**config.mk**
```make
export PLATFORM = sky130hd
export DESIGN_NAME = tmix_ram
export DESIGN_NICKNAME = d
export VERILOG_FILES = /design/src/sv/tmix_ram.sv
export SDC_FILE = /design/constraint.sdc
export NUM_CORES = 1
export LEC_CHECK = 0
export ABC_CLOCK_PERIOD_IN_PS = 3680
export BUFFER_PORTS_ARGS = -buffer_cell sky130_fd_sc_hd__buf_4
export CAP_MARGIN = 40
export CORE_MARGIN = 3
export CORE_UTILIZATION = 55
export CTS_BUF_LIST = sky130_fd_sc_hd__clkbuf_8
export CTS_CLUSTER_SIZE = 24
export DETAILED_ROUTE_END_ITERATION = 6
export PLACE_DENSITY = 0.71
export SYNTH_ARGS = -nofsm -noshare
export SYNTH_HDL_FRONTEND = slang
export SYNTH_SLANG_ARGS = --single-unit
```
**constraint.sdc**
```tcl
create_clock -name clk -period 3.68 [get_ports clk]
set_input_delay 0.552 -clock clk [delete_from_list [all_inputs] [get_ports clk]]
set_output_delay 0.552 -clock clk [all_outputs]
set_load 0.01 [all_outputs]
```
**src/sv/tmix_ram.sv**
```systemverilog
`default_nettype none

module tmix_ram #(
    parameter int WIDTH = 16,
    parameter int DEPTH = 48,
    parameter int AW    = (DEPTH > 1) ? $clog2(DEPTH) : 1
) (
    input  wire logic             clk,
    input  wire logic             we,
    input  wire logic [AW-1:0]    waddr,
    input  wire logic [WIDTH-1:0] wdata,
    input  wire logic [AW-1:0]    raddr,
    output logic      [WIDTH-1:0] rdata
);

    logic [WIDTH-1:0] mem [DEPTH];
    logic [WIDTH-1:0] rdata_reg;

    always_ff @(posedge clk)
    begin
        if (we)
        begin
            mem[waddr] <= wdata;
        end
        rdata_reg <= mem[raddr];
    end

    assign rdata = rdata_reg;

endmodule

`default_nettype wire

```
# Word-level counts from Yosys, hierarchy flattened

Memory sizes are Yosys's and may differ from the RTL's. A register that Yosys moved wholly into a read port is not among the register bits.
Cells that the tools add are included.

Register bits: 0
Memory bits (writable): 768
Output and inout bits: 16
Logic and storage cells: 3
Memories: 1

Multiplexer cells: 2

Memory list:

| name | words | bits a word | read ports | clocked after Yosys merged registers in | write ports | line | RTL |
|---|---|---|---|---|---|---|---|
| mem  | 48    | 16          | 1          | 1                                       | 1           | 16   | `logic [WIDTH-1:0] mem [DEPTH];` |

Operators by type and width:

| cell              | count |
|---|---|
| 1-bit two-way mux | 2 |

# Depth between registers and ports, before layout

Depth in word-level cells: 2
Mapped depth: 9
Mapped depth without buffers: 5

# Least setup slack after synthesis

Ideal clock, no wire load.

Path kind: input to register
Start: input port waddr[3]
End: memory mem[18][0], enable pin
Data arrival time: 2,169 ps
Required time: 3,271 ps
Setup slack: 1,101 ps
Stages: 3
Path buffers: 0
Cells stage by stage: nor4bb_1 nand2_1 nor3_1

RTL lines:

| item        | line | RTL |
|---|---|---|
| from (decl) | 10   | `input wire logic [AW-1:0] waddr,` |
| to (decl)   | 16   |  |

Straight into the memory's write port.

==> qor.yml <==
run_status:
  run_status: "finished clean"
finish:
  stdcell_area_um2: 34030
  drive_gt1_frac: 0.2186
  seq_area_um2: 23380
  multi_input_area_um2: 6409
  largest_reg_flops: 768
  area_delta_synth_final_pct: 12.31
  n_fill_cell: 3697
  final_util: 0.6286
  nets: 1694
clocking:
  clk_latency_ps: 720
  cts_buffers: 120
  cts.reportedPaths.clkPinSlew_ps: 60
  clockBufferDepth: 3
  cts_tree: "yes"
  root_buffer: "clkbuf_8"
  hold_buffers: 0
  h-tree-depth: 3
  cts.sinks: 784
  post_cts_buffers: 0
  post_cts_resize_count: 0
synthesis:
  syn_area_um2: 30300
  synthAdderAreaFrac: 0
  synthXorXnorAreaFrac: 0
  synth_area_leaders: "edfxtp_1, mux2i_1, mux4_2"
  ys_warn_count: 0
  synth-simple-area-share: 0.01449
  synth_common_cells: "edfxtp_1, mux2i_1, mux4_2"
  synth_compound_area_frac: 0.05153
  yosysMostFrequentCell: "edfxtp_1"
  ys_seq_elements: 784
  synth_top_area_cell: "edfxtp_1"
  syn_avg_cell_area_um2: 20.21
  yosys.cell_types.count: 30
  syn-num-nets: 1529
  synth_edf_count: 768
  syn_inst: 1499
  synth.mux.area_fraction: 0.1440
  synthFlopType: "edfxtp_1"
  synth_top_family_by_area: "multiplexers"
  synth_top_cell_area_share: 0.7611
  ys_seq_area_frac: 0.7717
  synthArstFlopShare: 0
min_path:
  hold_path.class: "input pin to register"
drt:
  first_iter_violations: 1599
  wire_per_inst_um: 28.37
  met1Wirelength_um: 29200
  met2_length_um: 33280
  top_layer: "met4"
  drtAntennaViolNets: 0
  vias: 15410
  drc: 0
  routed-wl-met3_um: 5792
  firstDrtPassIters: 6
  vias_per_cell: 6.254
  drt-total-wl_um: 69910
power_and_ir_drop:
  internal_power_w: 0.01366
  pwr-share-comb: 0.056
  p_per_area_nw_per_um2: 517.3
  leakage_nw: 11.66
  p_clk_frac: 0.381
  swShare: 0.2240
  ir_drop_mv: 0.3970
  seqPwrFrac: 0.564
  power.switching_w: 0.003944
timing:
  fmax_mhz: 443.7
  period_share: 0.6124
  setup_viol: 0
  period_minus_slack_ps: 2254
  rsz0062_at_grt: "false"
  maxSlewHeadroom: 0.4237
  worst_pin_slew_ps: 864.4
  drv_slew: 0
  setup_tns_ps: 0
  hold_viol_final: 0
  skew_ps: 22.85
placement:
  dp_hpwl_um: 41030
  place.gp.congestion: 0.8564
  placed_cell_area_um2: 31770
  port_buffers: 45
grt:
  grt_max_degree: 63
  grt-ovfl-total: 0
  grt_pass1_wl_um: 103500
  first_global_vias: 15360
  track_usage: 0.2482
  antenna_found_initial: 1
worst_setup_path:
  cp-start-kind: "input pin"
  cp_max_fo: 36
  crit_required_ps: 4280
  crit_type: "input pin to register"
  cp-end-kind: "register"
  r2r_slack_ps: 1570
  crit_arrival_ps: 2860
floorplan:
  dieWidth_um: 240.7
  rows: 85
  core-area_um2: 54130
  design.die.area_um2: 57940
  die_height_um: 240.7
  initial_core_util: 0.5597
  ios: 46
run:
  maxCapViolCount: 0
[logic make-up (layout without fill, tap and decap cells)]
kind of cell | Yosys count | after routing
flip-flops | 784 | 784
other | 0 | 2
multiplexers | 336 | 336
AO/OA/AOI/OAI | 192 | 192
AND/OR/NAND/NOR | 98 | 98
buffers and inverters | 89 | 356
[metrics by stage]
step / setup slack, ps / power, W / hold slack, ps / instances
after detailed placement: 710.0 / 0.01109 / 827.0 / 2238
final: 1426 / 0.01760 / 335.5 / 2464
after global routing: 1384 / 0.01820 / 301.2 / 2464
after global placement: 727.2 / 0.01106 / 809.1 / 2237
after CTS: 1471 / 0.01773 / 274.9 / 2462
after floorplan: 1101 / 0.01063 / 650.9 / 1499
[worst paths after layout]
kind,depth (start not counted),endpoint,startpoint
max,7,rdata[0],raddr[0]
min,1,mem[9][5],wdata[5]
max reg2reg,5,rdata[3],mem[1][3]
min reg2reg,4,rdata[15],mem[27][15]
[power groups by stage]
stage	Clock (W)	Combinational [W]	Sequential (W)
6_report	0.00670	0.000983	0.00992
4_1_cts	0.00682	0.000987	0.00992
5_1_grt	0.00725	0.00104	0.00992
3_3_place_gp	0	0.000960	0.0101
2_1_floorplan	0	0.000533	0.0101
3_5_place_dp	0	0.000984	0.0101
[cell usage in the layout, fill, tap and decap left out, types with 38 or more instances in the layout]
cell type and n:
clkinv_1 38, clkbuf_8 127, edfxtp_1 768, nor2_1 45
mux2i_1 256, a22oi_1 64, inv_1 38, mux4_2 80
buf_4 123
[worst max-delay path: stages]
cell and delay [ps]:
buf_8 310, buf_4 440, mux2i_1 130, a22o_1 240
a221oi_1 510, o22ai_1 250, o41ai_2 360
[final cells by class]
| cell class | count | area share |
|---|---|---|
| Antenna cell | 2 | 0.0001471 |
| Tap cell | 696 | 0.02559 |
| Timing Repair Buffer | 132 | 0.03250 |
| Clock buffer | 127 | 0.05136 |
| Sequential cell | 784 | 0.6871 |
| Multi-Input combinational cell | 626 | 0.1883 |
| Clock inverter | 97 | 0.01496 |
[routing by layer]
metal  vias to the layer above  global-route usage
met5                         -                   0
met4                         0             0.07359
met3                       104             0.05291
met2                       711              0.3853
met1                      8036              0.3616
li1                       6559                   -
(Power assumes the default switching activity.)
