**src/sv/tmix_pkg.sv**
```systemverilog
`default_nettype none

package tmix_pkg;

    localparam int DIV_W  = 64;   // dividend and quotient width of the shared divider
    localparam int DVS_W  = 32;   // divisor width
    localparam int SQ_W   = 64;   // radicand width of the root unit
    localparam int ROOT_W = 32;   // root width
    localparam int SUM_W  = 40;   // accumulator width, Q13.27
    localparam int CFG_W  = 32;   // widest configuration register

    localparam logic [31:0] ONE_Q16 = 32'h0001_0000;
    localparam logic [46:0] N_CAP   = 47'h7FFF_FFFF_FFFF;

    typedef enum logic [1:0] {
        CFG_LINEAR    = 2'd0,
        CFG_QUADRATIC = 2'd1,
        CFG_MAX_REVS  = 2'd2
    } cfg_idx_t;

    typedef enum logic {
        OP_LOAD    = 1'b0,
        OP_CONTROL = 1'b1
    } op_t;

    typedef struct packed {
        logic             start;
        logic [DIV_W-1:0] dividend;
        logic [DVS_W-1:0] divisor;
    } div_req_t;

    typedef struct packed {
        logic             done;
        logic [DIV_W-1:0] quotient;
    } div_rsp_t;

    typedef struct packed {
        logic            start;
        logic [SQ_W-1:0] radicand;
    } sqrt_req_t;

    typedef struct packed {
        logic              done;
        logic [ROOT_W-1:0] root;
    } sqrt_rsp_t;

endpackage

`default_nettype wire

```
**src/sv/tmix_div.sv**
```systemverilog
`default_nettype none

// Restoring divider, one quotient bit per cycle.
module tmix_div (
    input  wire logic                clk,
    input  wire logic                rst_n,
    input  wire tmix_pkg::div_req_t  req,
    output tmix_pkg::div_rsp_t       rsp
);

    localparam int DW    = tmix_pkg::DIV_W;
    localparam int VW    = tmix_pkg::DVS_W;
    localparam int CNT_W = $clog2(DW);

    logic             run_reg;
    logic             done_reg;
    logic [CNT_W-1:0] cnt_reg;
    logic [DW-1:0]    dvd_reg;
    logic [VW-1:0]    dvs_reg;
    logic [VW-1:0]    rem_reg;

    logic [VW:0]      shifted;
    logic             qbit;
    logic [VW:0]      diff;
    logic [VW-1:0]    rem_next;

    always_comb
    begin
        shifted  = {rem_reg, dvd_reg[DW-1]};
        diff     = shifted - {1'b0, dvs_reg};
        qbit     = (shifted >= {1'b0, dvs_reg});
        rem_next = qbit ? diff[VW-1:0] : shifted[VW-1:0];
    end

    always_ff @(posedge clk or negedge rst_n)
    begin
        if (!rst_n)
        begin
            run_reg  <= 1'b0;
            done_reg <= 1'b0;
            cnt_reg  <= '0;
        end
        else
        begin
            done_reg <= 1'b0;
            if (!run_reg && req.start)
            begin
                run_reg <= 1'b1;
                cnt_reg <= '0;
            end
            else if (run_reg)
            begin
                cnt_reg <= cnt_reg + CNT_W'(1);
                if (cnt_reg == CNT_W'(DW - 1))
                begin
                    run_reg  <= 1'b0;
                    done_reg <= 1'b1;
                end
            end
        end
    end

    // hold operands, shift the quotient in behind the dividend
    always_ff @(posedge clk)
    begin
        if (!run_reg && req.start)
        begin
            dvd_reg <= req.dividend;
            dvs_reg <= req.divisor;
            rem_reg <= '0;
        end
        else if (run_reg)
        begin
            dvd_reg <= {dvd_reg[DW-2:0], qbit};
            rem_reg <= rem_next;
        end
    end

    assign rsp.done     = done_reg;
    assign rsp.quotient = dvd_reg;

endmodule

`default_nettype wire

```
**config.mk**
```make
export PLATFORM = sky130hd
export DESIGN_NAME = tmix_div
export DESIGN_NICKNAME = d
export VERILOG_FILES = /design/src/sv/tmix_pkg.sv /design/src/sv/tmix_div.sv
export SDC_FILE = /design/constraint.sdc
export NUM_CORES = 1
export LEC_CHECK = 0
export BUFFER_PORTS_ARGS = -buffer_cell sky130_fd_sc_hd__buf_2
export CAP_MARGIN = 20
export CORE_ASPECT_RATIO = 0.8
export CORE_MARGIN = 1
export CORE_UTILIZATION = 55
export DETAILED_ROUTE_END_ITERATION = 10
export PLACE_DENSITY = 0.88
export SETUP_SLACK_MARGIN = 0.1
export SLEW_MARGIN = 20
export SYNTH_ARGS = -nofsm -noshare
export SYNTH_HDL_FRONTEND = slang
export SYNTH_SLANG_ARGS = --single-unit
```
**constraint.sdc**
```tcl
create_clock -name clk -period 3.6 [get_ports clk]
set_input_delay 0 -clock clk [delete_from_list [all_inputs] [get_ports clk]]
set_output_delay 0 -clock clk [all_outputs]
set_load 0.01 [all_outputs]
```
# Word level (Yosys, flattened, before mapping)
# Cells that the tools add are included.
dict set report op_classes {
  n_addsub 2
  n_lt_le_gt_ge 1
  eq_ne 1
  muxes 11
  n_reduce_logical 3
}
# operator n
set op_table {}
lappend op_table {{$mux 64} 2}
lappend op_table {{$ge 33x32->1} 1}
lappend op_table {{$mux 32} 1}
lappend op_table {{$sub 32x32->32} 1}
lappend op_table {{$mux 6} 2}
lappend op_table {{$add 6x1->6 const B} 1}
lappend op_table {{$eq 6x6->1 const B} 1}
lappend op_table {{$mux 1} 6}
lappend op_table {{$reduce_bool 2->1} 1}
lappend op_table {{$logic_and 1x1->1} 1}
lappend op_table {{$logic_not 1->1} 1}
dict set report word_totals {
  reg_bits 136
  in_bits 99
  output_inout_bits 65
  word_cells 24
}

# Logic depth before layout (Yosys ltp)
# Gate-level depths: netlist (run 1).
dict set report depth {
  depth_word 4
  ltp_mapped 13
  depth_no_buf 11
}

# Least setup slack after synthesis (run 1)
# OpenSTA, ideal clock, no wires.
dict set report synth_path {
  path_type {register to register}
  from {register dvd_reg[63]}
  to {register rem_reg[28]}
  arrival_ns 2.646
  required_time_ns 3.526
  slack_ns 0.879
  stages_incl_launch_ff 12
  cell_sequence {edfxtp_1 inv_1 ha_1 fa_1 nand2b_1 a21oi_1 o21ai_0 a31o_2 o21ai_0 nor4_1 a2111o_1 o21ai_0}
}
dict set report synth_via {
  elab_chain_len 2
  elab_cells_between_ends 3
}
# element line_no
set synth_rtl {}
lappend synth_rtl {{start, declared} tmix_div.sv:18} ;# logic [DW-1:0] dvd_reg;
lappend synth_rtl {{start signal, assigned} tmix_div.sv:68} ;# dvd_reg <= req.dividend;
lappend synth_rtl {{start signal, assigned} tmix_div.sv:74} ;# dvd_reg <= {dvd_reg[DW-2:0], qbit};
lappend synth_rtl {{$sub 32x32->32 or $ge 33x32->1 (tied branches)} {tmix_div.sv:30, tmix_div.sv:31}}
lappend synth_rtl {{$mux 32 (*)} tmix_div.sv:32} ;# rem_next = qbit ? diff[VW-1:0] : shifted[VW-1:0];
lappend synth_rtl {{end signal, assigned} tmix_div.sv:75} ;# rem_reg <= rem_next;
lappend synth_rtl {{end, declared} tmix_div.sv:20} ;# logic [VW-1:0] rem_reg;
# Mark *: on every way between the ends. The rest lies on a longest branch, timed or not.
# A chain may end at the register's enable or synchronous reset.

# Worst setup path in the final report (run 1)
dict set report layout_path {
  from {register dvs_reg[6]}
  to {register rem_reg[27]}
}
dict set report layout_via {
  elab_chain_len 2
  elab_cells_between_ends 3
}
# element line_no
set layout_rtl {}
lappend layout_rtl {{start, declared} tmix_div.sv:19} ;# logic [VW-1:0] dvs_reg;
lappend layout_rtl {{start signal, assigned} tmix_div.sv:69} ;# dvs_reg <= req.divisor;
lappend layout_rtl {{$sub 32x32->32 or $ge 33x32->1 (tied branches)} {tmix_div.sv:30, tmix_div.sv:31}}
lappend layout_rtl {{$mux 32 (*)} tmix_div.sv:32}
# Marked as above.

==> run_results.csv, run 1 <==
group,metric,value,unit
status,status,"finished clean",
sta,layout_setup_ws,0.412,ns
floorplan,placementRows,37,
synthesis,ys_seq_elements,136,
clocking,cts_tree,"built",
synthesis,synth_area_leader_cell,"edfxtp_1",
critical_path,crit_required,3.91,ns
power,power_leakage,4.48,nW
critical_path,crit_arrival,3.49,ns
critical_path,crit_fanout,6,
cells_and_area,fin_cells,1227,
floorplan,core,13000,sq um
sta,drv_slew,0,
critical_path,end_kind,"flop",
sta,period_needed,3.19,ns
detailed_routing,drtIter0Drc,907,
clocking,clk_latency,0.43,ns
synthesis,synth_top_area_share,39.3,%
synthesis,avgSynthCellArea,9.34,sq um
clocking,cts_sinks,136,
power,power,0.00873,W
cells_and_area,area_growth,34.7,%
floorplan,chipWidth,131,um
cells_and_area,antenna_cells,0,
floorplan,start_util,56.7,%
cells_and_area,drive_above_1_share,20.9,%
grt,groute.usage.overall,32.8,%
floorplan,die_y,105,um
sta,rsz0062_at_grt,"false",
synthesis,synth_area,7340,sq um
sta,fin_skew,0.0146,ns
power,ir_worst_vdd,0.000563,V
grt,antenna_found_initial,0,
clocking,numCtsBuffers,17,
cells_and_area,n_fill_cell,823,
sta,max_freq,0.314,GHz
grt,grt_max_degree,68,
cells_and_area,largest_reg_flops,64,
clocking,post-cts-setup-buffers,0,
grt,overflow,0,
synthesis,synthFlopType,"edfxtp_1",
clocking,htreeDepth,4,
detailed_routing,routedWlPerCell,18.2,um
synthesis,synth_cell_types,56,
detailed_routing,drc_errors,0,
synthesis,synthTopCellsByArea,"edfxtp_1 (39%), nand2_1 (12%), dfxtp_1 (8.7%), ha_1 (5.6%), o21ai_0 (2.9%)",
grt,grt_pass1_vias,7041,
clocking,cts_resized,0,
floorplan,die_area,13800,sq um
placement,port_buffers,163,
sta,worst-slew-pin-transition,0.939,ns
flow_run,max-cap-violations,0,
sta,hold_violations,0,
placement,hpwl,12700,um
synthesis,synth_nets,919,
clocking,cts-root-buf,"clkbuf_16",
grt,grt_pass1_wl,35300,um
synthesis,synth_cells,786,
critical_path,cp-start-kind,"flop",
detailed_routing,vias,7295,
power,power_density,883,nW/um^2
sta,setup_viol,0,
clocking,cts.clk_slew.worst_paths,0.07,ns
synthesis,yosysWarningCount,0,
sta,max-slew-margin-rel,36.6,%
cells_and_area,fin_nets,1172,
sta,fin_crit_sh,88.6,%
synthesis,synth_enable_flop_cells,96,
clocking,clock_path_buffers,2,
detailed_routing,ant_nets,0,
synthesis,async_flop_share,5.88,%
placement,dpl.cell_count,1097,
placement,dp_slack,0.522,ns
detailed_routing,first_pass_iters,6,
sta,fin_setup_tns,0,ns
min_path,hp-class,"input pin to flop",
detailed_routing,routed_via_density,5.95,
detailed_routing,routed_wl,22300,um
placement,finalWeightedCongestion,0.914,
critical_path,criticalPathCategory,"flop to flop",
synthesis,ys_seq_area_share,50.7,%
floorplan,ioPinCount,164,
per-stage QoR:
stage / hold slack [ns] / util [%] / cell area (sq um)
finish: 0.163 / 76.3 / 9890
global route: 0.187 / 76.3 / 9890
CTS: 0.150 / 76.3 / 9890
detailed placement: -0.147 / 64.0 / 8300
global placement: -0.148 / 64.0 / 8300
floorplan: -0.296 / - / 7340
area by class of cell:
| class | instances | area, sq um | share of cell area [%] |
|---|---|---|---|
| inverters | 44 | 166 | 1.68 |
| well taps | 175 | 219 | 2.21 |
| multi-input cells | 568 | 3280 | 33.2 |
| clock buffers | 17 | 425 | 4.30 |
| repair buffers | 272 | 1890 | 19.1 |
| flip-flops and latches | 136 | 3720 | 37.7 |
| clock inverters | 15 | 181 | 1.83 |
cells by family (layout without fill, tap and decap cells):
group	after synthesis	after routing	share of synthesized area, %
AO/OA/AOI/OAI	168	168	15.4
XOR/XNOR	27	27	3.22
adder cells (fa/ha/maj)	34	34	5.90
buffers and inverters	82	348	4.67
flip-flops	136	136	50.7
multiplexers	9	9	1.23
AND/OR/NAND/NOR	330	330	18.9
per-layer routing:
layer | routed length (um) | vias up | part of all wire [%] | GRT usage [%]
li1 | - | 3300 | - | -
met1 | 8730 | 3411 | 39 | 41.1
met2 | 10500 | 488 | 47 | 52.2
met3 | 2130 | 96 | 9.5 | 8.47
met4 | 1000 | 0 | 4.5 | 18.1
met5 | 0 | - | 0 | 0
cell usage in the layout, fill, tap and decap left out, types with 5 or more instances in the layout:
master / Yosys / routed
ha_1: 33 / 33
inv_1: 43 / 42
nand2_1: 238 / 237
dfxtp_1: 32 / 32
buf_2: 0 / 163
o21ai_0: 43 / 43
nor2_1: 21 / 20
a21o_1: 14 / 14
and3_1: 5 / 5
inv_8: 0 / 5
edfxtp_1: 96 / 96
nand4_1: 12 / 12
buf_4: 4 / 10
o31ai_1: 6 / 6
nand3_1: 24 / 24
xor2_1: 13 / 13
o21a_1: 5 / 5
o311ai_0: 9 / 9
nand2b_1: 6 / 6
a32oi_1: 16 / 16
o211ai_1: 5 / 5
a21oi_1: 35 / 35
mux2i_1: 9 / 9
a31oi_1: 6 / 6
clkbuf_16: 0 / 17
dlygate4sd3_1: 0 / 98
xnor2_1: 14 / 14
nor3_1: 6 / 6
dfrtp_1: 8 / 8
worst paths after layout:
kind / from / end / slack [ns] / depth (start not counted)
min reg2reg: rem_reg[16] / rem_reg[16] / 0.49 / 2
min in group asynchronous: rst_n / run_reg / 0.57 / 3
max in group asynchronous: rst_n / cnt_reg[5] / 2.72 / 3
min: req[96] / run_reg / 0.16 / 4
max: dvs_reg[6] / rem_reg[27] / 0.41 / 10
max reg2reg: dvs_reg[6] / rem_reg[27] / 0.41 / 10
power breakdown:
part           switching, W  internal [W]
Sequential         0.000484       0.00247
Clock              0.000786       0.00105
Combinational       0.00233       0.00161
Total               0.00360       0.00513
synth_stat cells, types with 16 or more instances:
cell type  count
o21ai_0       43
nand2_1      238
a32oi_1       16
edfxtp_1      96
dfxtp_1       32
clkbuf_1      27
a21oi_1       35
ha_1          33
inv_1         43
nor2_1        21
nand3_1       24
worst max-delay path, stage by stage (launching register included):
cell and delay, ns:
edfxtp_1 0.35, inv_1 0.05, ha_1 0.37, a211oi_2 0.33, o21ai_1 0.14, a211oi_2 0.30, nor2_1 0.08, o41ai_1 0.77
o21ai_0 0.35, xnor2_1 0.23, o21ai_0 0.09
what timing repair did:
item / in CTS / in global routing
hold endpoints to repair: 104 / 0
hold buffers: 98 / 0
endpoints found under the setup margin: 0 / 0
Power figures use the tool's default switching activity.
==> run 2: changes to the inputs <==
--- a/config.mk
+++ b/config.mk
@@ -5,11 +5,12 @@
 export SDC_FILE = /design/constraint.sdc
 export NUM_CORES = 1
 export LEC_CHECK = 0
+export ABC_AREA = 1
 export BUFFER_PORTS_ARGS = -buffer_cell sky130_fd_sc_hd__buf_2
 export CAP_MARGIN = 20
 export CORE_ASPECT_RATIO = 0.8
 export CORE_MARGIN = 1
-export CORE_UTILIZATION = 55
+export CORE_UTILIZATION = 56
 export DETAILED_ROUTE_END_ITERATION = 10
 export PLACE_DENSITY = 0.88
 export SETUP_SLACK_MARGIN = 0.1
==> run 2 against run 1 <==
Against the previous run:
- via count is 17% higher
- setup slack better by 0.50 ns
- non-clock buffer count is 5 lower
- sequential power hardly changed
- critical path depth is 1 higher
- power is 7.8% higher
- critical endpoint is now rem_reg[12]
==> run_results.csv, run 2 <==
group,metric,value,unit
status,status,"finished clean",
synthesis,synth_area_leader_cell,"edfxtp_1",
floorplan,chipWidth,137,um
clocking,cts_resized,0,
detailed_routing,vias,8502,
critical_path,crit_start,"dvs_reg[30]",
grt,groute.usage.overall,37.2,%
cells_and_area,final_cell_mix,"nand2_1 (483), inv_1 (175), buf_2 (163), dlygate4sd3_1 (98), edfxtp_1 (96)",
sta,drv_slew,0,
floorplan,die_y,110,um
synthesis,synth_area,8110,sq um
cells_and_area,fin_nets,1488,
detailed_routing,routed_wl,26700,um
detailed_routing,drc_errors,0,
grt,overflow,0,
synthesis,synth_nets,1233,
floorplan,start_util,58.6,%
cells_and_area,register_area,3720,sq um
placement,hpwl,15000,um
cells_and_area,drive_above_1_share,16.0,%
cells_and_area,multi_input_area,3570,sq um
sta,fin_skew,0.0123,ns
placement,port_buffers,163,
grt,use_met1,48.2,%
grt,grt_pass1_vias,8185,
placement,finalWeightedCongestion,0.954,
sta,fin_setup_tns,0,ns
sta,worst-slew-pin-transition,1.09,ns
placement,dpl.cell_count,1418,
clocking,post-cts-setup-buffers,0,
floorplan,core,13800,sq um
critical_path,cp_num_buf_inv,1,
synthesis,async_flop_share,5.88,%
grt,grt_pass1_wl,41500,um
clocking,cts-root-buf,"clkbuf_16",
critical_path,crit_required,3.95,ns
grt,grt_max_degree,97,
floorplan,placementRows,38,
grt,grtUsageMet2,59.2,%
synthesis,avgSynthCellArea,7.38,sq um
critical_path,crit_arrival,3.04,ns
synthesis,synth_cells,1100,
clocking,htreeDepth,4,
critical_path,cp_top_family,"simple AND/OR/NAND/NOR gates",
detailed_routing,first_pass_iters,7,
critical_path,crit_chain,"inv_1, ha_1, a21oi_1, nor2_1, nor3_1, nand3_2, nor2_4, nand2_4, nand2_1, nand3_1, o21ai_1",
sta,fin_crit_sh,74.7,%
cells_and_area,fin_cells,1548,
critical_path,max_stage_delay,0.39,ns
placement,place_area,9060,sq um
synthesis,ys_seq_area_share,45.9,%
cells_and_area,largest_reg_flops,64,
synthesis,synthFlopType,"edfxtp_1",
clocking,numCtsBuffers,17,
detailed_routing,ant_nets,0,
critical_path,end_kind,"flop",
synthesis,synth_cell_types,34,
clocking,clk_latency,0.43,ns
synthesis,ys_seq_elements,136,
critical_path,critPathSlowestCell,"nor2_4",
detailed_routing,routedWlPerCell,17.3,um
sta,max_freq,0.372,GHz
sta,setup_viol,0,
cells_and_area,finish.instance_area,10700,sq um
grt,antenna_found_initial,0,
cells_and_area,antenna_cells,0,
min_path,worstHoldStart,"req[96]",
sta,rsz0062_at_grt,"false",
cells_and_area,n_fill_cell,900,
clocking,cts.clk_slew.worst_paths,0.06,ns
power,ir_worst_vdd,0.000559,V
min_path,hp-class,"input pin to flop",
sta,hold_violations,0,
sta,max-slew-margin-rel,27.5,%
power,power_density,883,nW/um^2
grt,grt_busiest_layer,"met2",
synthesis,ys_top_cells_by_count,"nand2_1 (483), inv_1 (176), edfxtp_1 (96), nand3_1 (81), nor2_1 (41)",
synthesis,synthTopCellsByArea,"edfxtp_1 (36%), nand2_1 (22%), inv_1 (8.1%), dfxtp_1 (7.9%), ha_1 (5.1%)",
floorplan,ioPinCount,164,
synthesis,synth_most_common_cell,"nand2_1",
cells_and_area,final_common_cell,"nand2_1",
synthesis,yosysWarningCount,0,
grt,met3_usage,8.11,%
floorplan,die_area,15000,sq um
critical_path,worstReg2RegStart,"dvs_reg[30]",
flow_run,max-cap-violations,0,
clocking,cts_tree,"built",
critical_path,crit_fanout,32,
critical_path,criticalPathCategory,"flop to flop",
synthesis,synth_top_area_share,35.5,%
power,power_leakage,5.62,nW
clocking,clock_path_buffers,2,
sta,period_needed,2.69,ns
critical_path,cp-start-kind,"flop",
clocking,cts_sinks,136,
detailed_routing,drtIter0Drc,998,
cells_and_area,area_growth,31.4,%
synthesis,synth_enable_flop_cells,96,
detailed_routing,routed_via_density,5.49,
cells_and_area,final_util,77.1,%
## run 2: cell types whose count changed after synthesis, sizes merged, moves of 9 or more
cell / change
nand3b: +20
inv: +134
nand2: +254
xor2: -12
a32oi: -16
nor2: +27
o21ai: -24
o311ai: -9
a21oi: -15
mux2i: -9
nand3: +59
clkbuf: -13
a21o: -14
## run 2: layout make-up
class / instances / area share (%)
timing repair buffer: 267 / 17.4
multi-input combinational: 755 / 33.5
sequential: 136 / 34.9
clock inverter: 11 / 1.60
inverter: 178 / 6.27
tap: 180 / 2.11
clock buffer: 21 / 4.22
## run 2: worst register-to-register path, stage by stage (launching register included)
cell and delay (ns):
edfxtp_1 0.33, inv_1 0.05, ha_1 0.33, a21oi_1 0.26
nor2_1 0.07, nor3_1 0.31, nand3_2 0.14, nor2_4 0.39
nand2_4 0.35, nand2_1 0.18, nand3_1 0.09, o21ai_1 0.11
## run 2: worst paths after layout
path                               end  slack (ns)  cells past startpoint
max                        rem_reg[12]        0.91                     11
min                        rem_reg[21]        0.09                      5
max reg2reg                rem_reg[12]        0.91                     11
min reg2reg                rem_reg[31]        0.48                      2
max in group asynchronous      run_reg        2.65                      3
min in group asynchronous   cnt_reg[3]        0.65                      3
## run 2: power by group
part           switching [W]  internal (W)  leakage, nW  total [W]
sequential          0.000468       0.00247         1.31    0.00294
combinational        0.00293       0.00165         4.01    0.00457
clock               0.000720       0.00118        0.301    0.00190
## run 2: layer usage
layer | share of wire [%] | up-vias | wire length, um
li1 | - | 3935 | -
met1 | 40 | 3855 | 10600
met2 | 46 | 609 | 12200
met3 | 10 | 103 | 2750
met4 | 4.2 | 0 | 1130
met5 | 0 | - | 0
## run 2: timing repair
action                                  CTS  global route
endpoints found under the setup margin    0             0
hold buffers                             98             0
endpoints found under the hold margin   104             0
## run 2: kinds of logic after synthesis
| group | Yosys count | share of synthesized area (%) |
|---|---|---|
| and+or+nand+nor | 659 | 33.9 |
| buffers and inverters | 209 | 10.2 |
| DFF | 136 | 45.9 |
| AOI/OAI and AO/OA | 48 | 3.12 |
| adders and majority gates | 34 | 5.34 |
| xor gates and xnor gates | 14 | 1.51 |
## run 2: stage by stage
stage	worst slack (ns)	power, W	hold slack [ns]
after floorplan	0.365	0.00582	-0.296
after global placement	1.03	0.00690	-0.153
after detailed placement	1.01	0.00704	-0.142
after CTS	0.944	0.00903	0.0564
after global routing	0.747	0.0100	0.0966
final	0.912	0.00941	0.0886
