### config.mk
export PLATFORM = sky130hd
export DESIGN_NAME = tmix_sqrt
export DESIGN_NICKNAME = d
export VERILOG_FILES = /design/src/sv/tmix_pkg.sv /design/src/sv/tmix_sqrt.sv
export SDC_FILE = /design/constraint.sdc
export NUM_CORES = 1
export LEC_CHECK = 0
export ABC_AREA = 1
export ABC_CLOCK_PERIOD_IN_PS = 3920
export BUFFER_PORTS_ARGS = -buffer_cell sky130_fd_sc_hd__buf_2
export CAP_MARGIN = 15
export CORE_MARGIN = 2
export CORE_UTILIZATION = 35
export CTS_CLUSTER_SIZE = 16
export DETAILED_ROUTE_END_ITERATION = 7
export GPL_TIMING_DRIVEN = 0
export PLACE_DENSITY_LB_ADDON = 0.15
export SLEW_MARGIN = 5
export SYNTH_ARGS = -nofsm -noshare
export SYNTH_HDL_FRONTEND = slang
export SYNTH_SLANG_ARGS = --single-unit
export TNS_END_PERCENT = 20
### constraint.sdc
create_clock -name clk -period 3.92 [get_ports clk]
set_input_delay 0.784 -clock clk [delete_from_list [all_inputs] [get_ports clk]]
set_output_delay 0.784 -clock clk [all_outputs]
set_load 0.02 [all_outputs]
### src/sv/tmix_pkg.sv
`default_nettype none

package tmix_pkg;

    localparam int DIV_W  = 64;   // dividend and quotient width of the shared divider
    localparam int DVS_W  = 32;   // divisor width
    localparam int SQ_W   = 64;   // radicand width of the root unit
    localparam int ROOT_W = 32;   // root width
    localparam int SUM_W  = 40;   // accumulator width, Q13.27
    localparam int CFG_W  = 32;   // widest configuration register

    localparam logic [31:0] ONE_Q16 = 32'h0001_0000;
    localparam logic [46:0] N_CAP   = 47'h7FFF_FFFF_FFFF;

    typedef enum logic [1:0] {
        CFG_LINEAR    = 2'd0,
        CFG_QUADRATIC = 2'd1,
        CFG_MAX_REVS  = 2'd2
    } cfg_idx_t;

    typedef enum logic {
        OP_LOAD    = 1'b0,
        OP_CONTROL = 1'b1
    } op_t;

    typedef struct packed {
        logic             start;
        logic [DIV_W-1:0] dividend;
        logic [DVS_W-1:0] divisor;
    } div_req_t;

    typedef struct packed {
        logic             done;
        logic [DIV_W-1:0] quotient;
    } div_rsp_t;

    typedef struct packed {
        logic            start;
        logic [SQ_W-1:0] radicand;
    } sqrt_req_t;

    typedef struct packed {
        logic              done;
        logic [ROOT_W-1:0] root;
    } sqrt_rsp_t;

endpackage

`default_nettype wire

### src/sv/tmix_sqrt.sv
`default_nettype none

// Digit-recurrence integer square root, one root bit per cycle.
module tmix_sqrt (
    input  wire logic                 clk,
    input  wire logic                 rst_n,
    input  wire tmix_pkg::sqrt_req_t  req,
    output tmix_pkg::sqrt_rsp_t       rsp
);

    localparam int SW    = tmix_pkg::SQ_W;
    localparam int RW    = tmix_pkg::ROOT_W;
    localparam int CNT_W = $clog2(RW);

    logic             run_reg;
    logic             done_reg;
    logic [CNT_W-1:0] cnt_reg;
    logic [SW-1:0]    rad_reg;
    logic [RW-1:0]    root_reg;
    logic [RW+1:0]    rem_reg;

    logic [RW+3:0]    partial;
    logic [RW+3:0]    trial;
    logic             take;
    logic [RW+3:0]    diff;

    always_comb
    begin
        partial = {rem_reg, rad_reg[SW-1:SW-2]};
        trial   = {2'b00, root_reg, 2'b01};
        take    = (partial >= trial);
        diff    = partial - trial;
    end

    always_ff @(posedge clk or negedge rst_n)
    begin
        if (!rst_n)
        begin
            run_reg  <= 1'b0;
            done_reg <= 1'b0;
            cnt_reg  <= '0;
        end
        else
        begin
            done_reg <= 1'b0;
            if (!run_reg && req.start)
            begin
                run_reg <= 1'b1;
                cnt_reg <= '0;
            end
            else if (run_reg)
            begin
                cnt_reg <= cnt_reg + CNT_W'(1);
                if (cnt_reg == CNT_W'(RW - 1))
                begin
                    run_reg  <= 1'b0;
                    done_reg <= 1'b1;
                end
            end
        end
    end

    always_ff @(posedge clk)
    begin
        if (!run_reg && req.start)
        begin
            rad_reg  <= req.radicand;
            root_reg <= '0;
            rem_reg  <= '0;
        end
        else if (run_reg)
        begin
            rad_reg  <= {rad_reg[SW-3:0], 2'b00};
            root_reg <= {root_reg[RW-2:0], take};
            rem_reg  <= take ? diff[RW+1:0] : partial[RW+1:0];
        end
    end

    assign rsp.done = done_reg;
    assign rsp.root = root_reg;

endmodule

`default_nettype wire

; ---- Yosys cells after proc, flatten, opt, wreduce, memory -nomap -nowiden
; Index checks and enable logic that the tools add are counted.
; W data, S select, Z words.
[word_totals]
reg_bits = 137
out_inout_bits = 33
wordCells = 24
[op_classes]
n_addsub = 2
order_cmp = 1
n_eq_ne = 1
muxes = 11
reduce_logical = 3
[op_table]
columns = operator, count
row1 = $mux W64, 2
row2 = $ge A36 B34 Y1, 1
row3 = $mux W34, 1
row4 = $sub A34 B34 Y34, 1
row5 = $mux W5, 2
row6 = $mux W1, 6
row7 = $add A5 B1 Y5 const B, 1
row8 = $eq A5 B5 Y1 const B, 1
row9 = $reduce_bool A2 Y1, 1
row10 = $logic_and A1 B1 Y1, 1
row11 = $logic_not A1 Y1, 1

; ---- Depth between registers and ports, before layout
; Gate-level depths: netlist (run 1).
[logic_depth]
ltp_word = 4
ltp_mapped = 17
depth_no_buf = 16

; ---- Worst setup path before layout (run 1)
; OpenSTA, ideal clock, no wires.
[synth_path]
path_kind = input -> register
startpoint = in req[64] (netlist name)
endpoint = reg rad_reg[0], enable pin
setup_ns = 0.453
t_arrival_ns = 2.903
t_required_ns = 3.467
slack_ns = 0.564
cell_stages = 3
cell_sequence = nor2_1 > inv_1 > buf_1
[synth_via]
elab_chain_cells = 2
[synth_rtl]
columns = element, line
row1 = from (decl), tmix_sqrt.sv:7  ; input wire tmix_pkg::sqrt_req_t req,
row2 = $logic_and A1 B1 Y1, tmix_sqrt.sv:65  ; if (!run_reg && req.start)
row3 = $reduce_bool A2 Y1 (no line), --
row4 = to (signal assigned), tmix_sqrt.sv:67  ; rad_reg <= req.radicand;
row5 = to (signal assigned), tmix_sqrt.sv:73  ; rad_reg <= {rad_reg[SW-3:0], 2'b00};
row6 = to (decl), tmix_sqrt.sv:18  ; logic [SW-1:0] rad_reg;
; Every way passes these cells.
; A chain may end at the register's enable or synchronous reset.

; ---- Worst setup path in the final report (run 1)
[layout_path]
startpoint = reg root_reg[25]
endpoint = reg rem_reg[24]
[layout_via]
elab_chain_cells = 2
[layout_rtl]
columns = element, line
row1 = from (decl), tmix_sqrt.sv:19  ; logic [RW-1:0] root_reg;
row2 = from (signal assigned), tmix_sqrt.sv:74  ; root_reg <= {root_reg[RW-2:0], take};
row3 = $ge A36 B34 Y1, tmix_sqrt.sv:31  ; take = (partial >= trial);
row4 = $mux W34, tmix_sqrt.sv:75  ; rem_reg <= take ? diff[RW+1:0] : partial[RW+1:0];
row5 = to (signal assigned), tmix_sqrt.sv:75
row6 = to (decl), tmix_sqrt.sv:20  ; logic [RW+1:0] rem_reg;
; Every way passes these cells.

==> impl_results.md, run 1 <==
- Outcome: finished, final reports clean
- Worst slew pin tran: 0.748 ns
- Most frequent CP cell: nand2_1
- Clock transition at path regs: 0.07 ns
- Post-CTS Setup Inserts: 0
- Largest family of logic cells by synthesized area: simple AND/OR/NAND/NOR gates
- Synthesized instance count: 1,057
- Crit Path Max Fanout: 10
- RSZ-0062 raised after global routing: false
- Detailed Routing Iterations Pass 1: 5
- Hpwl dp: 17,400 microns
- Worst skew pair latency: 0.44 ns
- Post-route antenna net violation count: 0
- # clock sinks: 137
- Hold WC Path Type: input port to async pin
- Total Wirelength: 22,500 microns
- I/O pin total: 100
- Layout cell share with drive strength beyond 1: 19.2%
- Port Buffers: 99
- Initial DRC Count: 465
- Die height: 157 microns
- Final min period: 2.45 ns
- Filler instances: 2,347
- Post-synthesis xor/xnor area fraction: 1.61%
- Sequential fraction of the synthesis area: 41.8%
- Number of max-cap violations: 0
- # DRC: 0
- Core ar.: 22,800 sq um
- Vias in the first global route: 6,926
- CTS Buf Count: 17
- EDFF count, synth: 64
- Worst Setup End Kind: flop
- Vias: 6,979
- Req. time, crit path: 4.25 ns
- Critical path arrival: 2.78 ns
- Clock Path Buffers: 2
- Synth Area in Compound Gates: 5.80%
- Final Net Count: 1,280
- Area delta synth->final: 18.9%
- Final Hold Viols: 0
- Max reg flops: 64
- Placed Area: 9110 sq um
- Most used cells in the layout excluding fill and tap cells: 356 x nand2_1, 160 x inv_1, 107 x buf_2, 84 x nand3_1, 66 x dfxtp_1
- Yosys warns: 0
- WS Path Type: flop to flop
- Root Driver: clkbuf_16
- Post_cts resized: 0
- Antenna violations before repair: 0
- Dpl ws: 1.46 ns
- Die area: 24,600 sq um
- Final Cycle Share: 62.6%
- Synth Area in Simple Gates: 27.4%
- Post-synthesis mux area share: 8.53%
- Largest net degree at the start of global routing: 38
- Worst setup margin: 1.47 ns
- Netlist cell types: 39
- FF-to-FF setup slack: 1.47 ns
- Row cnt: 55
- Initial core utilization: 35.9%
- Vias per cell: 4.64
- CTS tree: done
- Final setup vio count: 0
- Fraction of registers with async set/reset: 5.11%
- Adder-cell share of the synthesized area: 5.50%
- GR Util All Layers: 19.2%
- Slew HR: 50.2%
- Synth Cell Area: 8180 sq um
- Cts hold-fix bufs: 0
- Most common cell after layout, fill and taps aside: nand2_1
- Worst path cell trace: inv_1 > ha_1 > a21oi_1 > and2_1 > nand2_1 > a21oi_1 > nand4_4 > nand2_2 > buf_6 > nand2_1 > nand2_1 > nand2_1
- Mapped Nets: 1,160
- CP Launch Type: flop
- Worst path max stage delay: 0.35 ns
- Slowest CP cell: ha_1
- Final instance area: 9730 sq um
- N_diodes: 0
- Mean post-synth cell area: 7.74 sq um
- #FFs+latches synth: 137
- GPL Wtd Cong: 0.901
- Main synth FF type: dfxtp_1
- H-tree Lvls: 4
- First-pass GRT wire length: 36,400 microns
- Chip Width: 157 microns
- Final Max Tran Viols: 0
- Setup Skew: 0.0123 ns
- WL/cell: 15.0 microns
- FMAX: 408 MHz
- Grt ovf: 0
[critical path, delay by kind of cell (launching register included)]
family | cells | cell delay, ns
buf+inv | 2 | 0.25
flops | 1 | 0.33
compound gates | 2 | 0.49
simple gates | 7 | 0.91
fa+ha+maj | 1 | 0.35
[worst paths after layout]
check                                           from                        to  cells past startpoint
min in group clk            rem_reg[12]$_SDFFE_PP0P_  rem_reg[12]$_SDFFE_PP0P_                      2
max in group asynchronous                      rst_n    cnt_reg[1]$_DFFE_PN0P_                      1
min reg2reg                 rem_reg[12]$_SDFFE_PP0P_  rem_reg[12]$_SDFFE_PP0P_                      2
min                                            rst_n         run_reg$_DFF_PN0_                      1
max reg2reg                root_reg[25]$_SDFFE_PP0P_  rem_reg[24]$_SDFFE_PP0P_                     12
max                        root_reg[25]$_SDFFE_PP0P_  rem_reg[24]$_SDFFE_PP0P_                     12
[logic make-up (layout without fill, tap and decap cells)]
family,count (synthesis),in the layout
flops,137,137
compound gates,79,79
fa+ha+maj,36,36
mux,62,62
simple gates,536,536
xor+xnor,15,15
buf+inv,192,325
[area by class of cell]
type	instances	area, sq um	area share [%]
Clock buffer	17	425	4.37
Inverter	161	604	6.21
Timing Repair Buffer	101	536	5.50
Multi-Input combinational cell	728	4000	41.1
Buffer	31	164	1.68
Clock inverter	15	191	1.97
Tap cell	313	392	4.03
Sequential cell	137	3420	35.1
[metrics by stage]
stage                     util (%)  TNS, ns  hold WS (ns)  instances
after global routing          42.7        0         0.165       1503
after global placement        39.8   -55.55         0.459       1469
final                         42.7        0         0.171       1503
after detailed placement      40.0        0         0.463       1471
after CTS                     42.7        0         0.161       1503
after floorplan                  -        0         0.444       1057
[synthesized netlist by cell type, types with 5 or more instances]
| cell type | n | area [sq um] |
|---|---|---|
| nor2_2 | 8 | 50.1 |
| edfxtp_1 | 64 | 1920 |
| buf_2 | 7 | 35.0 |
| xnor2_1 | 12 | 105 |
| o21bai_1 | 5 | 37.5 |
| mux2_2 | 62 | 698 |
| dfrtp_1 | 7 | 175 |
| o22ai_1 | 31 | 194 |
| nand3_1 | 84 | 420 |
| clkbuf_1 | 9 | 33.8 |
| o21ai_0 | 9 | 45.0 |
| buf_1 | 8 | 30.0 |
| nor3_1 | 6 | 30.0 |
| nor2_1 | 61 | 229 |
| dfxtp_1 | 66 | 1320 |
| ha_1 | 36 | 450 |
| nand4_1 | 10 | 62.6 |
| inv_1 | 160 | 601 |
| a21oi_1 | 25 | 125 |
| nand2_1 | 356 | 1340 |
[layer usage]
metal / vias to the layer above / GRT usage (%) / wire length (microns)
li1: 3656 / - / -
met1: 3202 / 26.0 / 11100
met2: 103 / 31.5 / 10500
met3: 18 / 3.17 / 660
met4: 0 / 6.16 / 296
met5: - / 0 / 0
Power of run 1 is left out: the tool's default activity adds up to more than one toggle a clock period on the data nets, which glitch-free logic cannot reach.
==> run 2, diff against run 1 <==
ABC_CLOCK_PERIOD_IN_PS = 2280   (was 3920)
clock period = 2.28 ns   (was 3.92 ns; I/O delays follow)
==> impl_results.md, run 2 (synthesized netlist as in run 1, its figures left out) <==
- Grt ovf: 0 (unchanged)
- Initial core utilization: 35.9% (unchanged)
- Finished Core Util: 45.6% (+2.9 points)
- WS Path Type: flop to flop
- Filler instances: 2,334 (-0.55%)
- Most common cell after layout, fill and taps aside: nand2_1
- Port Buffers: 99 (unchanged)
- Setup Skew: 0.00852 ns (-0.00379 ns)
- I/O pin total: 100 (unchanged)
- Layout cell share with drive strength beyond 1: 25.7% (+6.4 points)
- Final setup vio count: 0 (unchanged)
- Worst Setup End Kind: flop
- Worst r2r path cells: 11 (-1)
- Largest net degree at the start of global routing: 65 (+71%)
- Clock Path Buffers: 2 (unchanged)
- Total Wirelength: 22,800 microns (+1.3%)
- RSZ-0062 raised after global routing: true
- # clock sinks: 137 (unchanged)
- Reg area: 3420 sq um (unchanged)
- Crit Path Max Fanout: 5 (-5)
- FMAX: 466 MHz (+14%)
- H-tree Lvls: 4 (unchanged)
- Hold WC Path Type: input port to flop
- Antenna violations before repair: 0 (unchanged)
- Final Net Count: 1,293 (+1.0%)
- Worst skew pair latency: 0.43 ns (about the same)
- N_diodes: 0 (unchanged)
- Detailed Routing Iterations Pass 1: 8 (+3)
- Most used cells in the layout excluding fill and tap cells: 338 x nand2_1, 154 x inv_1, 100 x buf_2, 81 x nand3_1, 66 x dfxtp_1
- CTS tree: done
- Row cnt: 55 (unchanged)
- Hold path depth: 2
- Critical path arrival: 2.47 ns (-0.31 ns)
- Vias: 7,112 (+1.9%)
- CP Launch Type: flop
- Post-route antenna net violation count: 0 (unchanged)
- WL/cell: 15.1 microns (+0.48%)
- Slew HR: 51.1% (+0.90 points)
- Final min period: 2.15 ns (-0.308 ns)
- Placed Cells incl. Taps: 1,470 (-0.068%)
- Vias in the first global route: 6,881 (-0.65%)
- CTS Buf Count: 17 (unchanged)
- Core ar.: 22,800 sq um (unchanged)
- Area delta synth->final: 27.0%
- Multi-input gate area: 4490 sq um (+12%)
- Die area: 24,600 sq um (unchanged)
- Clock transition at path regs: 0.08 ns (about the same)
- Number of max-cap violations: 0 (unchanged)
- Vias per cell: 4.69 (+1.0%)
- Final Cycle Share: 94.1% (+32 points)
- Hpwl dp: 17,000 microns (-2.0%)
- Root Driver: clkbuf_16
- Max reg flops: 64 (unchanged)
- Outcome: finished, final reports clean
- Final Max Tran Viols: 0 (unchanged)
- Req. time, crit path: 2.60 ns (-1.65 ns)
- Fin cells: 1,516 (+0.86%)
- Chip Width: 157 microns (unchanged)
- First-pass GRT wire length: 36,200 microns (-0.44%)
- Initial DRC Count: 440 (-5.4%)
- GPL Wtd Cong: 0.954 (+5.9%)
- Final Hold Viols: 0 (unchanged)
- # DRC: 0 (unchanged)
- Die height: 157 microns (unchanged)
- GR Util All Layers: 19.0% (-0.18 points)
- Worst slew pin tran: 0.734 ns (-0.0135 ns)
-- run 2: changes by cell type in the layout (fill, tap and decap cells not counted), moves of 7 or more --
cell	delta
nand2_2	+15
buf_2	-7
buf_4	+9
ha_4	+25
nand2_1	-18
ha_1	-29
-- run 2: repair_timing --
action | 4_1_cts | 5_1_grt
buffers inserted | 2 | 9
hold buffers | 1 | 0
gates cloned | 0 | 2
hold endpoints to repair | 7 | 0
setup endpoints to repair | 32 | 69
resized for setup | 22 | 87
pin swaps | 3 | 10
-- run 2: layer usage --
layer | track usage (%) | part of all wire [%] | up-vias
li1 | - | - | 3678
met1 | 26.5 | 50 | 3291
met2 | 30.4 | 46 | 121
met3 | 3.28 | 3.0 | 22
met4 | 5.64 | 1.6 | 0
met5 | 0 | 0 | -
-- run 2: worst max-delay path, cell delays in order, from the launching register on --
cell	delay (ns)
dfxtp_1	0.33
inv_1	0.07
ha_1	0.37
nand2_1	0.13
o211ai_1	0.45
nand2_1	0.09
nand2_1	0.16
nand2_1	0.14
nand3_1	0.09
nand3_1	0.07
nand2_1	0.08
nand2_1	0.05
-- run 2: per-stage QoR --
stage / worst slack, ns / hold slack (ns) / setup TNS, ns / area, sq um
after global routing: -0.0248 / 0.301 / -0.0857 / 10400
after detailed placement: -0.143 / 0.302 / -2.75 / 9100
after global placement: -0.600 / 0.303 / -44.97 / 9080
after CTS: 0.00294 / 0.300 / 0 / 9850
final: 0.134 / 0.320 / 0 / 10400
after floorplan: 0.0989 / 0.160 / 0 / 8190
-- run 2: final cells by class --
type | instances | area share, %
Timing Repair Buffer | 114 | 6.35
Buffer | 31 | 2.07
Tap cell | 313 | 3.77
Sequential cell | 137 | 32.9
Clock buffer | 17 | 4.09
Clock inverter | 15 | 1.87
Multi-Input combinational cell | 728 | 43.2
Inverter | 161 | 5.81
-- run 2: path summary, 6_finish.rpt --
check                                         start                       end  slack (ns)
max                        root_reg[1]$_SDFFE_PP0P_  rem_reg[29]$_SDFFE_PP0P_        0.13
min                                         req[51]     rad_reg[51]$_DFFE_PP_        0.32
max reg2reg                root_reg[1]$_SDFFE_PP0P_  rem_reg[29]$_SDFFE_PP0P_        0.13
min reg2reg                rem_reg[32]$_SDFFE_PP0P_  rem_reg[32]$_SDFFE_PP0P_        0.47
max in group asynchronous                     rst_n    cnt_reg[2]$_DFFE_PN0P_        1.71
min in group asynchronous                     rst_n    cnt_reg[0]$_DFFE_PN0P_        0.40
Power of run 2 is left out for the same reason.
==> run 3, diff against run 2 <==
ABC_CLOCK_PERIOD_IN_PS = 2000   (was 2280)
RECOVER_POWER = 50   (was default)
clock period = 2 ns   (was 2.28 ns; I/O delays follow)
==> impl_results.md, run 3 (synthesized netlist as in run 1, its figures left out) <==
- Setup Skew: 0.0142 ns (+0.00573 ns)
- Number of max-cap violations: 0 (unchanged)
- Worst skew pair latency: 0.45 ns (+0.02 ns)
- First-pass GRT wire length: 38,200 microns (+5.4%)
- H-tree Lvls: 4 (unchanged)
- Multi-input gate area: 4920 sq um (+9.8%)
- WS Path Type: flop to flop
- # DRC: 0 (unchanged)
- Detailed Routing Iterations Pass 1: 5 (-3)
- Grt ovf: 0 (unchanged)
- Die area: 24,600 sq um (unchanged)
- Hold path endpoint: rad_reg[51]$_DFFE_PP_
- Initial core utilization: 35.9% (unchanged)
- Slew HR: 54.6% (+3.5 points)
- Antenna violations before repair: 1 (+1)
- Most used cells in the layout excluding fill and tap cells: 299 x nand2_1, 123 x inv_1, 66 x nand3_1, 66 x buf_2, 64 x edfxtp_1
- Failing checks: negative setup slack
- Filler instances: 2,255 (-3.4%)
- RSZ-0062 raised after global routing: true
- Die height: 157 microns (unchanged)
- Final Net Count: 1,344 (+3.9%)
- Vias: 7,487 (+5.3%)
- Sum Neg Setup Slack: -1.61 ns (-1.61 ns)
- Area delta synth->final: 38.0%
- Core ar.: 22,800 sq um (unchanged)
- Reg area: 3470 sq um (+1.6%)
- Layout cell share with drive strength beyond 1: 37.7% (+12 points)
- Final setup vio count: 32 (+32)
- Max reg flops: 64 (unchanged)
- Hpwl dp: 17,000 microns (about the same)
- # clock sinks: 137 (unchanged)
- Reg2reg start: root_reg[26]$_SDFFE_PP0P_
- Clock transition at path regs: 0.08 ns (about the same)
- Root Driver: clkbuf_16
- Port Buffers: 99 (unchanged)
- FMAX: 476 MHz (+2.2%)
- Largest net degree at the start of global routing: 65 (unchanged)
- Worst r2r path cells: 13 (+2)
- Total Wirelength: 23,900 microns (+4.8%)
- Post-route antenna net violation count: 0 (unchanged)
- Hold WC Path Type: input port to flop
- Outcome: finished, violations left
- Worst slew pin tran: 0.681 ns (-0.0532 ns)
- GPL Wtd Cong: 0.936 (-1.9%)
- Req. time, crit path: 2.33 ns (-0.27 ns)
- Final Cycle Share: 105% (+11 points)
- Clock Path Buffers: 2 (unchanged)
- Worst Setup End Kind: flop
- Worst setup margin: -0.100 ns (-0.235 ns)
- Reg2reg end: rem_reg[24]$_SDFFE_PP0P_
- CTS Buf Count: 17 (unchanged)
- Critical path arrival: 2.43 ns (-0.04 ns)
- Vias in the first global route: 7,309 (+6.2%)
- CTS tree: done
- Crit Path Max Fanout: 6 (+1)
- Final Max Tran Viols: 0 (unchanged)
- Row cnt: 55 (unchanged)
- Hold path depth: 2 (unchanged)
- FF-to-FF setup slack: -0.10 ns (-0.23 ns)
- GR Util All Layers: 20.0% (+0.98 points)
- Initial DRC Count: 464 (+5.5%)
- Most common cell after layout, fill and taps aside: nand2_1
- Final min period: 2.10 ns (-0.0455 ns)
- Final Hold Viols: 0 (unchanged)
- I/O pin total: 100 (unchanged)
- WL/cell: 15.3 microns (+1.3%)
- Vias per cell: 4.77 (+1.8%)
- Chip Width: 157 microns (unchanged)
- Hold_sp: req[51]
- CP Launch Type: flop
## run 3: changes by cell type in the layout (fill, tap and decap cells not counted), moves of 31 or more
cell	change
nand2_1	-39
dfxtp_2	+43
clkbuf_1	+34
inv_1	-31
dfxtp_1	-43
buf_4	+44
buf_2	-34
## run 3: worst max-delay path by stage
stage                                to                      start  cells past startpoint
2_1_floorplan  rem_reg[24]$_SDFFE_PP0P_  root_reg[25]$_SDFFE_PP0P_                     14
3_3_place_gp      rad_reg[15]$_DFFE_PP_          run_reg$_DFF_PN0_                      4
3_5_place_dp   rem_reg[21]$_SDFFE_PP0P_  root_reg[25]$_SDFFE_PP0P_                     12
4_1_cts        rem_reg[24]$_SDFFE_PP0P_  root_reg[25]$_SDFFE_PP0P_                     13
5_1_grt        rem_reg[24]$_SDFFE_PP0P_  root_reg[26]$_SDFFE_PP0P_                     13
6_report       rem_reg[24]$_SDFFE_PP0P_  root_reg[26]$_SDFFE_PP0P_                     13
## run 3: final cells by class
cell class / instances / share of cell area [%]
plain buffers: 31 / 1.89
repair buffers: 164 / 9.33
diodes: 1 / 0.0222
inverters: 161 / 5.46
flip-flops and latches: 137 / 30.7
clock buffers: 17 / 3.77
clock inverters: 15 / 1.71
multi-input cells: 729 / 43.6
well taps: 313 / 3.47
## run 3: per-layer routing
layer	vias up	wire length (microns)	track usage [%]
met4	0	466	6.95
met1	3516	11400	26.4
met5	-	0	0
met3	33	900	3.99
met2	138	11200	32.8
li1	3800	-	-
## run 3: through the flow
step                hold slack, ns  cells  util (%)  setup WS, ns  instance area [sq um]
floorplan                    0.104   1057         -        -0.113                   8180
CTS                          0.236   1556      48.6       -0.0469                  11100
detailed placement           0.248   1470      40.0        -0.408                   9100
global route                 0.251   1568      49.6        -0.217                  11300
finish                       0.250   1568      49.6        -0.100                  11300
global placement             0.246   1469      39.8        -0.647                   9070
## run 3: what timing repair did
item,4_1_cts,5_1_grt
gates resized for setup,229,59
setup endpoints to repair,89,145
hold buffers,1,0
endpoints found under the hold margin,7,0
pin swaps,75,18
cloned,7,0
setup buffers,46,11
## run 3: worst max-delay path: stages, from the launching register on
cell and delay (ns):
dfxtp_2 0.35, inv_4 0.05, ha_4 0.29, nand2_4 0.07
nor2_4 0.14, inv_2 0.08, nor3_4 0.21, nand3_2 0.13
nand4_4 0.20, buf_6 0.16, buf_8 0.13, nand3_2 0.08
nand2_2 0.07, nand2_1 0.04
Power of run 3 is left out for the same reason.
